<file path="src/rtl/core/ffba_pkg.sv">
// Shared types and constants for the first-fit bucket allocator.
// Depends on nothing; imported by the controller, the datapath and the top level.
`timescale 1ns / 1ps

package ffba_pkg;

  localparam int SLOT_W  = 6;
  localparam int COUNT_W = 7;
  localparam int CMD_W   = 2;
  localparam int CODE_W  = 3;

  // Command codes.
  localparam logic [CMD_W-1:0] CMD_REGISTER = 2'd0;
  localparam logic [CMD_W-1:0] CMD_FREE     = 2'd1;
  localparam logic [CMD_W-1:0] CMD_REQUEST  = 2'd2;

  // Result codes.
  localparam logic [CODE_W-1:0] RC_GRANT = 3'd0;
  localparam logic [CODE_W-1:0] RC_EMPTY = 3'd1;
  localparam logic [CODE_W-1:0] RC_SHORT = 3'd2;
  localparam logic [CODE_W-1:0] RC_RANGE = 3'd3;
  localparam logic [CODE_W-1:0] RC_ACK   = 3'd4;

  localparam logic [COUNT_W-1:0] REG_COUNT_MAX = 7'd127;

  typedef struct packed {
    logic [CMD_W-1:0]   command;
    logic [SLOT_W-1:0]  slot_index;
    logic [COUNT_W-1:0] request_count;
  } item_t;

  typedef struct packed {
    logic [SLOT_W-1:0] granted_slot;
    logic [CODE_W-1:0] result_code;
    logic              pool_ready;
    logic              last;
  } result_t;

  // Commands from the controller to the datapath.
  typedef struct packed {
    logic load;       // capture the incoming item
    logic single;     // execute a one-result command
    logic scan_init;  // prepare a first-fit scan
    logic scan_step;  // examine one slot of the scan
  } ctrl_cmd_t;

  // Status from the datapath to the controller.
  typedef struct packed {
    logic grant_ok;    // held item is a request that will succeed
    logic scan_final;  // the current scan step grants the last slot
  } dp_status_t;

endpackage

</file>
<file path="src/rtl/core/first_fit_bucket_allocator_unit.sv">
// Top level of the first-fit bucket allocator: controller plus datapath.
// Depends on ffba_pkg, ffba_ctrl and ffba_datapath.
//
//   Channel   Ports                 Transfer takes place when
//   -------   -------------------   ------------------------------------------
//   command   start, busy, item     rising edge with start high and busy low
//   result    done, result          rising edge that ends the cycle done is high
//
// Every command is latched on acceptance and decided in the following cycle.
// Register, free, rejected requests and unknown commands give one result and
// then end. A successful request for k slots walks the slot table one slot
// per cycle from slot 0 until its k-th idle slot is granted, so it walks at
// most POOL_SIZE slots. Grants appear in ascending slot order, one per idle
// slot met, the last one flagged.
// Reset (rst, synchronous, active high) marks every slot not registered and
// clears the registration count and the ready flag. The receiver cannot stall:
// each result is marked by done, which is high for a single cycle.
`timescale 1ns / 1ps

module first_fit_bucket_allocator_unit #(
  parameter int POOL_SIZE = 32
) (
  input  logic                clk,
  input  logic                rst,
  input  logic                start,
  output logic                busy,
  input  ffba_pkg::item_t     item,
  output logic                done,
  output ffba_pkg::result_t   result
);
  import ffba_pkg::*;

  ctrl_cmd_t  cmd;
  dp_status_t status;

  // The controller only sequences; all allocation state lives in the datapath.
  ffba_ctrl u_ctrl (
    .clk    (clk),
    .rst    (rst),
    .start  (start),
    .status (status),
    .cmd    (cmd),
    .busy   (busy)
  );

  // The datapath holds the idle map and counters and registers each result,
  // so that a new command may be accepted while the last result is shown.
  ffba_datapath #(
    .POOL_SIZE (POOL_SIZE)
  ) u_datapath (
    .clk    (clk),
    .rst    (rst),
    .item   (item),
    .cmd    (cmd),
    .status (status),
    .result (result),
    .done   (done)
  );

endmodule

</file>
<file path="src/rtl/core/ffba_ctrl.sv">
// Sequencing state machine of the first-fit bucket allocator.
// Depends on ffba_pkg for the command and status structs.
`timescale 1ns / 1ps

module ffba_ctrl (
  input  logic                  clk,
  input  logic                  rst,
  input  logic                  start,
  input  ffba_pkg::dp_status_t  status,
  output ffba_pkg::ctrl_cmd_t   cmd,
  output logic                  busy
);
  import ffba_pkg::*;

  typedef enum logic [1:0] {
    S_IDLE,
    S_DECIDE,
    S_SCAN
  } state_t;

  state_t state;
  state_t state_next;

  always_comb begin
    state_next = state;
    unique case (state)
      S_IDLE: begin
        if (start) state_next = S_DECIDE;
      end
      S_DECIDE: begin
        state_next = status.grant_ok ? S_SCAN : S_IDLE;
      end
      S_SCAN: begin
        if (status.scan_final) state_next = S_IDLE;
      end
      default: state_next = S_IDLE;
    endcase
  end

  always_comb begin
    cmd.load      = (state == S_IDLE) && start;
    cmd.single    = (state == S_DECIDE) && !status.grant_ok;
    cmd.scan_init = (state == S_DECIDE) && status.grant_ok;
    cmd.scan_step = (state == S_SCAN);
  end

  always_ff @(posedge clk) begin
    if (rst) begin
      state <= S_IDLE;
      busy  <= 1'b0;
    end else begin
      state <= state_next;
      busy  <= (state_next != S_IDLE);
    end
  end

endmodule

</file>
<file path="src/rtl/core/ffba_datapath.sv">
// Slot table, counters, scan pointer and result register of the allocator.
// Depends on ffba_pkg; driven by ffba_ctrl through command and status structs.
`timescale 1ns / 1ps

module ffba_datapath #(
  parameter int POOL_SIZE = 32
) (
  input  logic                  clk,
  input  logic                  rst,
  input  ffba_pkg::item_t       item,
  input  ffba_pkg::ctrl_cmd_t   cmd,
  output ffba_pkg::dp_status_t  status,
  output ffba_pkg::result_t     result,
  output logic                  done
);
  import ffba_pkg::*;

  localparam int IDX_W = (POOL_SIZE > 1) ? $clog2(POOL_SIZE) : 1;
  localparam int CNT_W = $clog2(POOL_SIZE + 1);
  localparam logic [COUNT_W-1:0] POOL_SIZE_C = COUNT_W'(POOL_SIZE);
  localparam logic [CNT_W-1:0]   POOL_FULL   = CNT_W'(POOL_SIZE);

  // Only the idle state matters to allocation: not registered and busy behave alike.
  logic [POOL_SIZE-1:0] idle_vec;
  logic [POOL_SIZE-1:0] idle_vec_next;
  logic [CNT_W-1:0]     idle_count;
  logic [CNT_W-1:0]     idle_count_next;
  logic [COUNT_W-1:0]   reg_count;
  logic [COUNT_W-1:0]   reg_count_next;
  logic                 ready;
  logic                 ready_next;

  item_t                held;
  logic [IDX_W-1:0]     scan_idx;
  logic [CNT_W-1:0]     remaining;

  result_t              result_next;
  logic                 done_next;

  logic                 in_range;
  logic [IDX_W-1:0]     held_idx;
  logic                 scan_hit;

  assign in_range = ({1'b0, held.slot_index} < POOL_SIZE_C);
  assign held_idx = held.slot_index[IDX_W-1:0];
  assign scan_hit = idle_vec[scan_idx];

  assign status.grant_ok   = (held.command == CMD_REQUEST) &&
                             (held.request_count != '0) &&
                             (held.request_count <= POOL_SIZE_C) &&
                             (held.request_count <= COUNT_W'(idle_count));
  assign status.scan_final = scan_hit && (remaining == CNT_W'(1));

  always_comb begin
    idle_vec_next   = idle_vec;
    idle_count_next = idle_count;
    reg_count_next  = reg_count;
    ready_next      = ready;
    result_next     = result;
    done_next       = 1'b0;

    if (cmd.single) begin
      result_next.granted_slot = '0;
      result_next.last         = 1'b1;
      result_next.result_code  = RC_RANGE;
      done_next                = 1'b1;
      unique case (held.command)
        CMD_REGISTER: begin
          if (in_range) begin
            result_next.result_code = RC_ACK;
            if (reg_count != REG_COUNT_MAX) reg_count_next = reg_count + 1'b1;
            if (reg_count_next == POOL_SIZE_C) begin
              idle_vec_next   = '1;
              idle_count_next = POOL_FULL;
              ready_next      = 1'b1;
            end else if (idle_vec[held_idx]) begin
              idle_vec_next[held_idx] = 1'b0;
              idle_count_next         = idle_count - 1'b1;
            end
          end
        end
        CMD_FREE: begin
          if (in_range) begin
            result_next.result_code = RC_ACK;
            if (!idle_vec[held_idx]) begin
              idle_vec_next[held_idx] = 1'b1;
              idle_count_next         = idle_count + 1'b1;
            end
          end
        end
        CMD_REQUEST: begin
          result_next.result_code = (held.request_count == '0) ? RC_EMPTY : RC_SHORT;
        end
        default: result_next.result_code = RC_RANGE;
      endcase
      result_next.pool_ready = ready_next;
    end else if (cmd.scan_step && scan_hit) begin
      idle_vec_next[scan_idx]  = 1'b0;
      idle_count_next          = idle_count - 1'b1;
      result_next.granted_slot = SLOT_W'(scan_idx);
      result_next.result_code  = RC_GRANT;
      result_next.pool_ready   = ready;
      result_next.last         = (remaining == CNT_W'(1));
      done_next                = 1'b1;
    end
  end

  always_ff @(posedge clk) begin
    if (rst) begin
      idle_vec   <= '0;
      idle_count <= '0;
      reg_count  <= '0;
      ready      <= 1'b0;
      done       <= 1'b0;
    end else begin
      idle_vec   <= idle_vec_next;
      idle_count <= idle_count_next;
      reg_count  <= reg_count_next;
      ready      <= ready_next;
      done       <= done_next;
    end
  end

  // Payload registers carry no reset.
  always_ff @(posedge clk) begin
    result <= result_next;
    if (cmd.load) held <= item;
    if (cmd.scan_init) begin
      scan_idx  <= '0;
      remaining <= held.request_count[CNT_W-1:0];
    end else if (cmd.scan_step) begin
      scan_idx <= scan_idx + 1'b1;
      if (scan_hit) remaining <= remaining - 1'b1;
    end
  end

endmodule
</file>
<file path="config.mk">
export PLATFORM = sky130hd
export DESIGN_NAME = first_fit_bucket_allocator_unit
export DESIGN_NICKNAME = d
export VERILOG_FILES = /design/src/rtl/core/ffba_pkg.sv /design/src/rtl/core/first_fit_bucket_allocator_unit.sv /design/src/rtl/core/ffba_ctrl.sv /design/src/rtl/core/ffba_datapath.sv
export SDC_FILE = /design/constraint.sdc
export NUM_CORES = 1
export LEC_CHECK = 0
export BUFFER_PORTS_ARGS = -buffer_cell sky130_fd_sc_hd__clkbuf_2
export CELL_PAD_IN_SITES_DETAIL_PLACEMENT = 0
export CELL_PAD_IN_SITES_GLOBAL_PLACEMENT = 1
export CORE_UTILIZATION = 49
export CTS_BUF_LIST = sky130_fd_sc_hd__clkbuf_8
export CTS_CLUSTER_DIAMETER = 200
export DETAILED_ROUTE_END_ITERATION = 10
export GPL_TIMING_DRIVEN = 0
export HOLD_SLACK_MARGIN = 0.1
export PLACE_DENSITY = 0.86
export SYNTH_ARGS = -nofsm -noshare
export SYNTH_HDL_FRONTEND = slang
export SYNTH_SLANG_ARGS = --single-unit
</file>
<file path="constraint.sdc">
create_clock -name clk -period 3.5 [get_ports clk]
set_clock_uncertainty 0.1 [all_clocks]
set_input_delay 0.7 -clock clk [delete_from_list [all_inputs] [get_ports clk]]
set_output_delay 0.7 -clock clk [all_outputs]
set_load 0.01 [all_outputs]
</file>
# Yosys cells after proc, flatten, opt, wreduce, memory -nomap -nowiden
# Index checks and enable logic that the tools add are counted.
[word_totals]
input_bits = 18
output_inout_bits = 13
wordCells = 113
register_bits = 86
[op_classes]
reduce_logical = 23
n_eq_ne = 12
n_addsub = 5
mux = 45
magnitude_cmp = 7
bitwise_logic = 5
[ops]
columns = ["cell", "count"]
rows = [
  ["$mux W32", 7],
  ["$and A32 B32 Y32", 2],
  ["$not A32 Y32", 2],
  ["$pmux W32 S2", 1],
  ["$mux W6", 10],
  ["$or A32 B32 Y32", 1],
  ["$mux W7", 4],
  ["$lt A5 B6 Y1 const B", 2],
  ["$pmux W6 S2", 1],
  ["$sub A6 B1 Y6 const B", 2],
  ["$bmux W1 S5", 2],
  ["$demux W1 S5", 2],
  ["$ge A5 B1 Y1 const B", 2],
  ["$logic_and A1 B1 Y1", 10],
  ["$mux W5", 2],
  ["$mux W1", 9],
  ["$mux W2", 4],
  ["$reduce_bool A2 Y1", 4],
  ["$add A7 B1 Y7 const B", 1],
  ["$eq A7 B6 Y1 const B", 1],
  ["$le A7 B6 Y1", 1],
  ["$le A7 B6 Y1 const B", 1],
  ["$logic_not A7 Y1", 1],
  ["$ne A7 B7 Y1 const B", 1],
  ["other kinds (20)", 24],
]

# Depth between registers and ports, before layout
[logic_depth]
depth_word = 12
depth_mapped = 11
depth_no_buf = 10

# By module
# Synthesis repeated with hierarchy kept, for this count alone.
[hier_totals]
hier_cells = 691
hier_area_um2 = 5665.4
[by_module_without_submodules]
columns = ["module", "area_per_inst_um2", "seq_area_each_um2", "cells_each", "instances"]
rows = [
  ["ffba_datapath", 5530.3, 1911.8, 677, 1],
  ["ffba_ctrl", 135.1, 60.1, 14, 1],
]

# Least setup slack after synthesis
# Ideal clock, no wire load.
[synth_timing]
path_type = "reg2reg"
startpoint = "register u_datapath.reg_count[0]"
endpoint = "register u_datapath.idle_count[5]"
synth_period_minus_slack_ns = 2.568
path_stages_with_launch = 11
t_required_ns = 3.328
path_buffers = 1
setup_time_ns = 0.072
t_arrival_ns = 2.395
setup_slack_ns = 0.932
cell_sequence = "dfxtp_1 -> ha_1 -> and3_1 -> clkbuf_1 -> mux2i_1 -> nand4b_1 -> o21ai_0 -> a21boi_1 -> o22ai_1 -> or3_1 -> a21oi_1"
[synth_between]
elab_chain_cells = 10
elab_cells_between_ends = 13
classes_between = "add/sub (1); eq/ne (3); mux (8); reduce/logical (1)"
[synth_lines]
columns = ["element", "line_no", "rtl"]
rows = [
  ["start: declaration", "ffba_datapath.sv:28", "logic [COUNT_W-1:0] reg_count;"],
  ["start signal: assignment", "ffba_datapath.sv:118", "reg_count <= reg_count_next;"],
  ["$add A7 B1 Y7 or $ne A7 B7 Y1 (tied branches)", "ffba_datapath.sv:71", "if (reg_count != REG_COUNT_MAX) reg_count_next = reg_count + 1'b1;"],
  ["$mux W7 (*)", "ffba_datapath.sv:71", ""],
  ["$mux W7 (*)", "ffba_datapath.sv:69", "if (in_range) begin"],
  ["$mux W7 (*)", "ffba_datapath.sv:67", "unique case (held.command)"],
  ["$mux W7 (*)", "ffba_datapath.sv:62", "if (cmd.single) begin"],
  ["$eq A7 B6 Y1 (*)", "ffba_datapath.sv:72", "if (reg_count_next == POOL_SIZE_C) begin"],
  ["$mux W6", "ffba_datapath.sv:72", ""],
  ["$mux W6", "ffba_datapath.sv:69", ""],
  ["$pmux W6 S2", "ffba_datapath.sv:67", ""],
  ["$mux W6", "ffba_datapath.sv:62", ""],
  ["end signal: assignment", "ffba_datapath.sv:117", "idle_count <= idle_count_next;"],
  ["end: declaration", "ffba_datapath.sv:26", "logic [CNT_W-1:0] idle_count;"],
]
# Every way passes the cells marked *; elsewhere a longest branch is shown, timed or not. The select of a mux whose other input is x is not followed.
# A chain may end at the register's enable or synchronous reset.

# Worst setup path after layout
[layout_timing]
startpoint = "register u_datapath.held[7] in the netlist's numbering"
endpoint = "register u_datapath.idle_vec[28]"
[layout_between]
elab_chain_cells = 11
elab_cells_between_ends = 23
classes_between = "order compare (3); eq/ne (4); mux (11); bitwise (3); reduce/logical (2)"
[layout_lines]
columns = ["element", "line_no", "rtl"]
rows = [
  ["start: declaration", "ffba_datapath.sv:33", "item_t held;"],
  ["start signal: assignment", "ffba_datapath.sv:127", "if (cmd.load) held <= item;"],
  ["$lt A5 B6 Y1 (implied by the code) or $ge A5 B1 Y1 (tied branches)", "ffba_datapath.sv:77, ffba_datapath.sv:86", ""],
  ["$logic_and A1 B1 Y1 (implied by the code)", "ffba_datapath.sv:77, ffba_datapath.sv:86", ""],
  ["$mux W1 (implied by the code)", "ffba_datapath.sv:77, ffba_datapath.sv:86", ""],
  ["$demux W1 S5", "--", ""],
  ["$not A32 Y32 (no source line)", "--", ""],
  ["$and A32 B32 Y32 (no source line)", "--", ""],
  ["$mux W32", "ffba_datapath.sv:76", "end else if (idle_vec[held_idx]) begin"],
  ["$mux W32", "ffba_datapath.sv:72", ""],
  ["$mux W32", "ffba_datapath.sv:69", ""],
  ["$pmux W32 S2", "ffba_datapath.sv:67", ""],
  ["$mux W32", "ffba_datapath.sv:62", ""],
  ["end signal: assignment", "ffba_datapath.sv:116", "idle_vec <= idle_vec_next;"],
  ["end: declaration", "ffba_datapath.sv:24", "logic [POOL_SIZE-1:0] idle_vec;"],
]
# Several ways; a longest one is shown, not always the timed one. The select of a mux whose other input is x is not followed.

==> metrics.txt <==
worst hold slack 0.3738 ns; detailed placement HPWL between 10000 and 15000 µm; pwr/cell area around 360 nW/µm²; RSZ-0062 raised after global routing no; Placed Instances approximately 870; Post-Synth XOR/XNOR Area 1.824%; vias 5443; sequential fraction of the synthesis area 34.22%; logic gate share of total power 17.1%; Pwr Total 2.268 mW; internal power approximately 1.6 mW; initial antenna violation count 0; DR iter-0 viols roughly 500; Leakage 2.168 nW; WL per Instance 19.26 µm; Root Driver clkbuf_8; mux contribution to synthesized area 6.991%; Rows 39; IO Pins 31; CTS tree built; top_reg_cell synth dfxtp_1; VDD IR-drop max ~0.00034 V; 1st-pass router iterations 5; Synth area leader dfxtp_1; Critical Path RT 3.70 ns; Slew HR between 20% and 30%; worst hold path type reg2reg; CP max FO 10; crit path DAT 3.47 ns; Final Hold Violating Endpoints 0; Reg power frac between 40 and 50%; Slew Viols, Final 0; Synth cell types 67; status finished clean; Simple-Gate Fraction of Synth Area 21.30%; H-tree depth 3; GRT Overall Usage 28.94%; largest family of logic cells by synthesized area compound AO/OA/AOI/OAI gates; Clock Latency Late Sink 0.39 ns; final worst slack about 0.23 ns; DRC 0; Clock transition at path regs roughly 0.090 ns; Synth Register Bits 86; warnings from Yosys 0; post-CTS setup buffer count 0; antenna viol nets, final 0; maxcap violations 0; Compound-Gate Fraction of Synth Area roughly 26%; CP startpoint kind flop; Sw Share 30.58%; Least-Margin Pin Slew 1.185 ns; first-pass GRT wire length between 20000 and 30000 µm; input/output buffers 29; core area 11420 µm²; die extent in x 110.5 µm; GRT Residual Overflow 0; period utilisation layout 93.51%; top-area cell type share of the netlist area 21.19%; worst-case clock buffer depth 2; # clock sinks 86; Via-to-Cell Ratio 6.171; share of cells above drive strength 1 13.67%; Final Non-Filler Cells 882; most frequent cells in the layout nor2_1, o21ai_0, dfxtp_1; die area 12200 µm²; Crit. End Element flop; Area contributors post-synth dfxtp_1, edfxtp_1, nor2_1; maximum clock rate around 0.3 GHz; ANT cells 0; vias in the first global route 5363; area growth from synthesis to final layout 9.444%; Clk pwr share 35.4%; CTS resizes 0; number of synthesized flops with an enable pin 25; syn avg cell area 8.304 µm²; fin crit period 3.273 ns; Async SR Flop Fraction 0%; cts hold-fix bufs 0; NetSw 693.5 µW; die extent in y 110.5 µm; largest net degree at the start of global routing 16; total negative slack 0 ns; DRT Wirelength 16990 µm; CTS Buf Count 9; commonest non-fill, non-tap cell in the layout nor2_1; pre-CTS setup slack 0.2947 ns; Mapped Nets around 730; routability cong. 0.9737; nets@finish 767; Post-Syn Area 5763 µm²; Final setup viols 0; synthesized instance count 694; area share of fa/ha/maj cells after synthesis between 3 and 4%; Crit Path Class reg2reg; Starting Density 50.47%
-- power by group through the flow --
| stage | Clock, mW | Combinational (mW) | Sequential [mW] |
|---|---|---|---|
| finish | 0.803 | 0.387 | 1.08 |
| global route | 0.855 | 0.414 | 1.08 |
| CTS | 0.823 | 0.376 | 1.08 |
| detailed placement | 0 | 0.373 | 1.10 |
| global placement | 0 | 0.370 | 1.10 |
| floorplan | 0 | 0.248 | 1.09 |
-- metal layers --
| layer | vias to the layer above | part of all wire [%] | GRT usage (%) |
|---|---|---|---|
| met5 | - | 0 | 0 |
| met4 | 0 | 2.9 | 12.53 |
| met3 | 40 | 7.9 | 7.519 |
| met2 | 224 | 44 | 43.81 |
| met1 | 2579 | 45 | 38.85 |
| li1 | 2600 | - | - |
-- logic make-up after synthesis --
| kind of cell | count (synthesis) |
|---|---|
| and+or+nand+nor | 249 |
| xor gates and xnor gates | 12 |
| other | 1 |
| DFF | 86 |
| buffers and inverters | 89 |
| muxes | 37 |
| adders and majority gates | 15 |
| AOI/OAI and AO/OA | 205 |
-- synthesized netlist by cell type, drive strengths merged, types with 6 or more instances --
cell type / count
nand2: 35
nor3: 11
inv: 32
o311a: 12
a211oi: 8
nand3: 16
a22oi: 19
dfxtp: 61
nor2b: 21
xnor2: 6
edfxtp: 25
o32ai: 19
a32oi: 13
mux2i: 29
nand2b: 13
mux2: 6
o21ai: 66
buf: 24
xor2: 6
nor2: 112
ha: 15
a21oi: 35
or2: 7
clkbuf: 33
-- state kept, by name, indices dropped and copies added, names as in the netlist --
name                   count
u_datapath.scan_idx        5
u_datapath.reg_count       7
u_datapath.held           15
u_datapath.result         10
u_ctrl.state               2
u_datapath.done            1
u_datapath.idle_count      6
u_ctrl.busy                1
u_datapath.remaining       6
u_datapath.idle_vec       32
u_datapath.ready           1
-- stage by stage --
| step | utilization, % | cell area [µm²] |
|---|---|---|
| 3_3_place_gp | 53.31 | 6087 |
| 3_5_place_dp | 53.31 | 6087 |
| 2_1_floorplan | - | 5763 |
| 6_report | 55.24 | 6307 |
| 5_1_grt | 55.24 | 6307 |
| 4_1_cts | 55.24 | 6307 |
-- critical path, cell delays in order (launching register included) --
cell,delay [ns]
edfxtp_1,0.32
buf_2,0.25
buf_2,0.39
mux2i_1,0.39
o22ai_1,0.15
o21ai_1,0.13
nand4_1,0.19
o21a_1,0.27
nor3_4,0.41
buf_4,0.29
nor2_1,0.09
o32ai_2,0.19
-- cell type report --
| cell class | instances | area (µm²) |
|---|---|---|
| repair buffers | 29 | 145.1 |
| clock inverters | 7 | 96.34 |
| fillers | 1089 | 5111 |
| flip-flops and latches | 86 | 1972 |
| multi-input cells | 519 | 3413 |
| well taps | 143 | 178.9 |
| inverters | 32 | 120.1 |
| clock buffers | 9 | 123.9 |
| plain buffers | 57 | 257.7 |
-- final timing paths --
path | slack [ns] | to | from | cells after the start
setup / recovery | 0.23 | u_datapath.idle_vec[28]$_SDFFE_PP0P_ | u_datapath.held[7]$_DFFE_PP_ | 11
hold / removal | 0.37 | u_datapath.ready$_SDFFE_PP0N_ | u_datapath.ready$_SDFFE_PP0N_ | 2
setup reg to reg | 0.23 | u_datapath.idle_vec[28]$_SDFFE_PP0P_ | u_datapath.held[7]$_DFFE_PP_ | 11
hold reg to reg | 0.37 | u_datapath.ready$_SDFFE_PP0N_ | u_datapath.ready$_SDFFE_PP0N_ | 2
(Power assumes the default switching activity.)
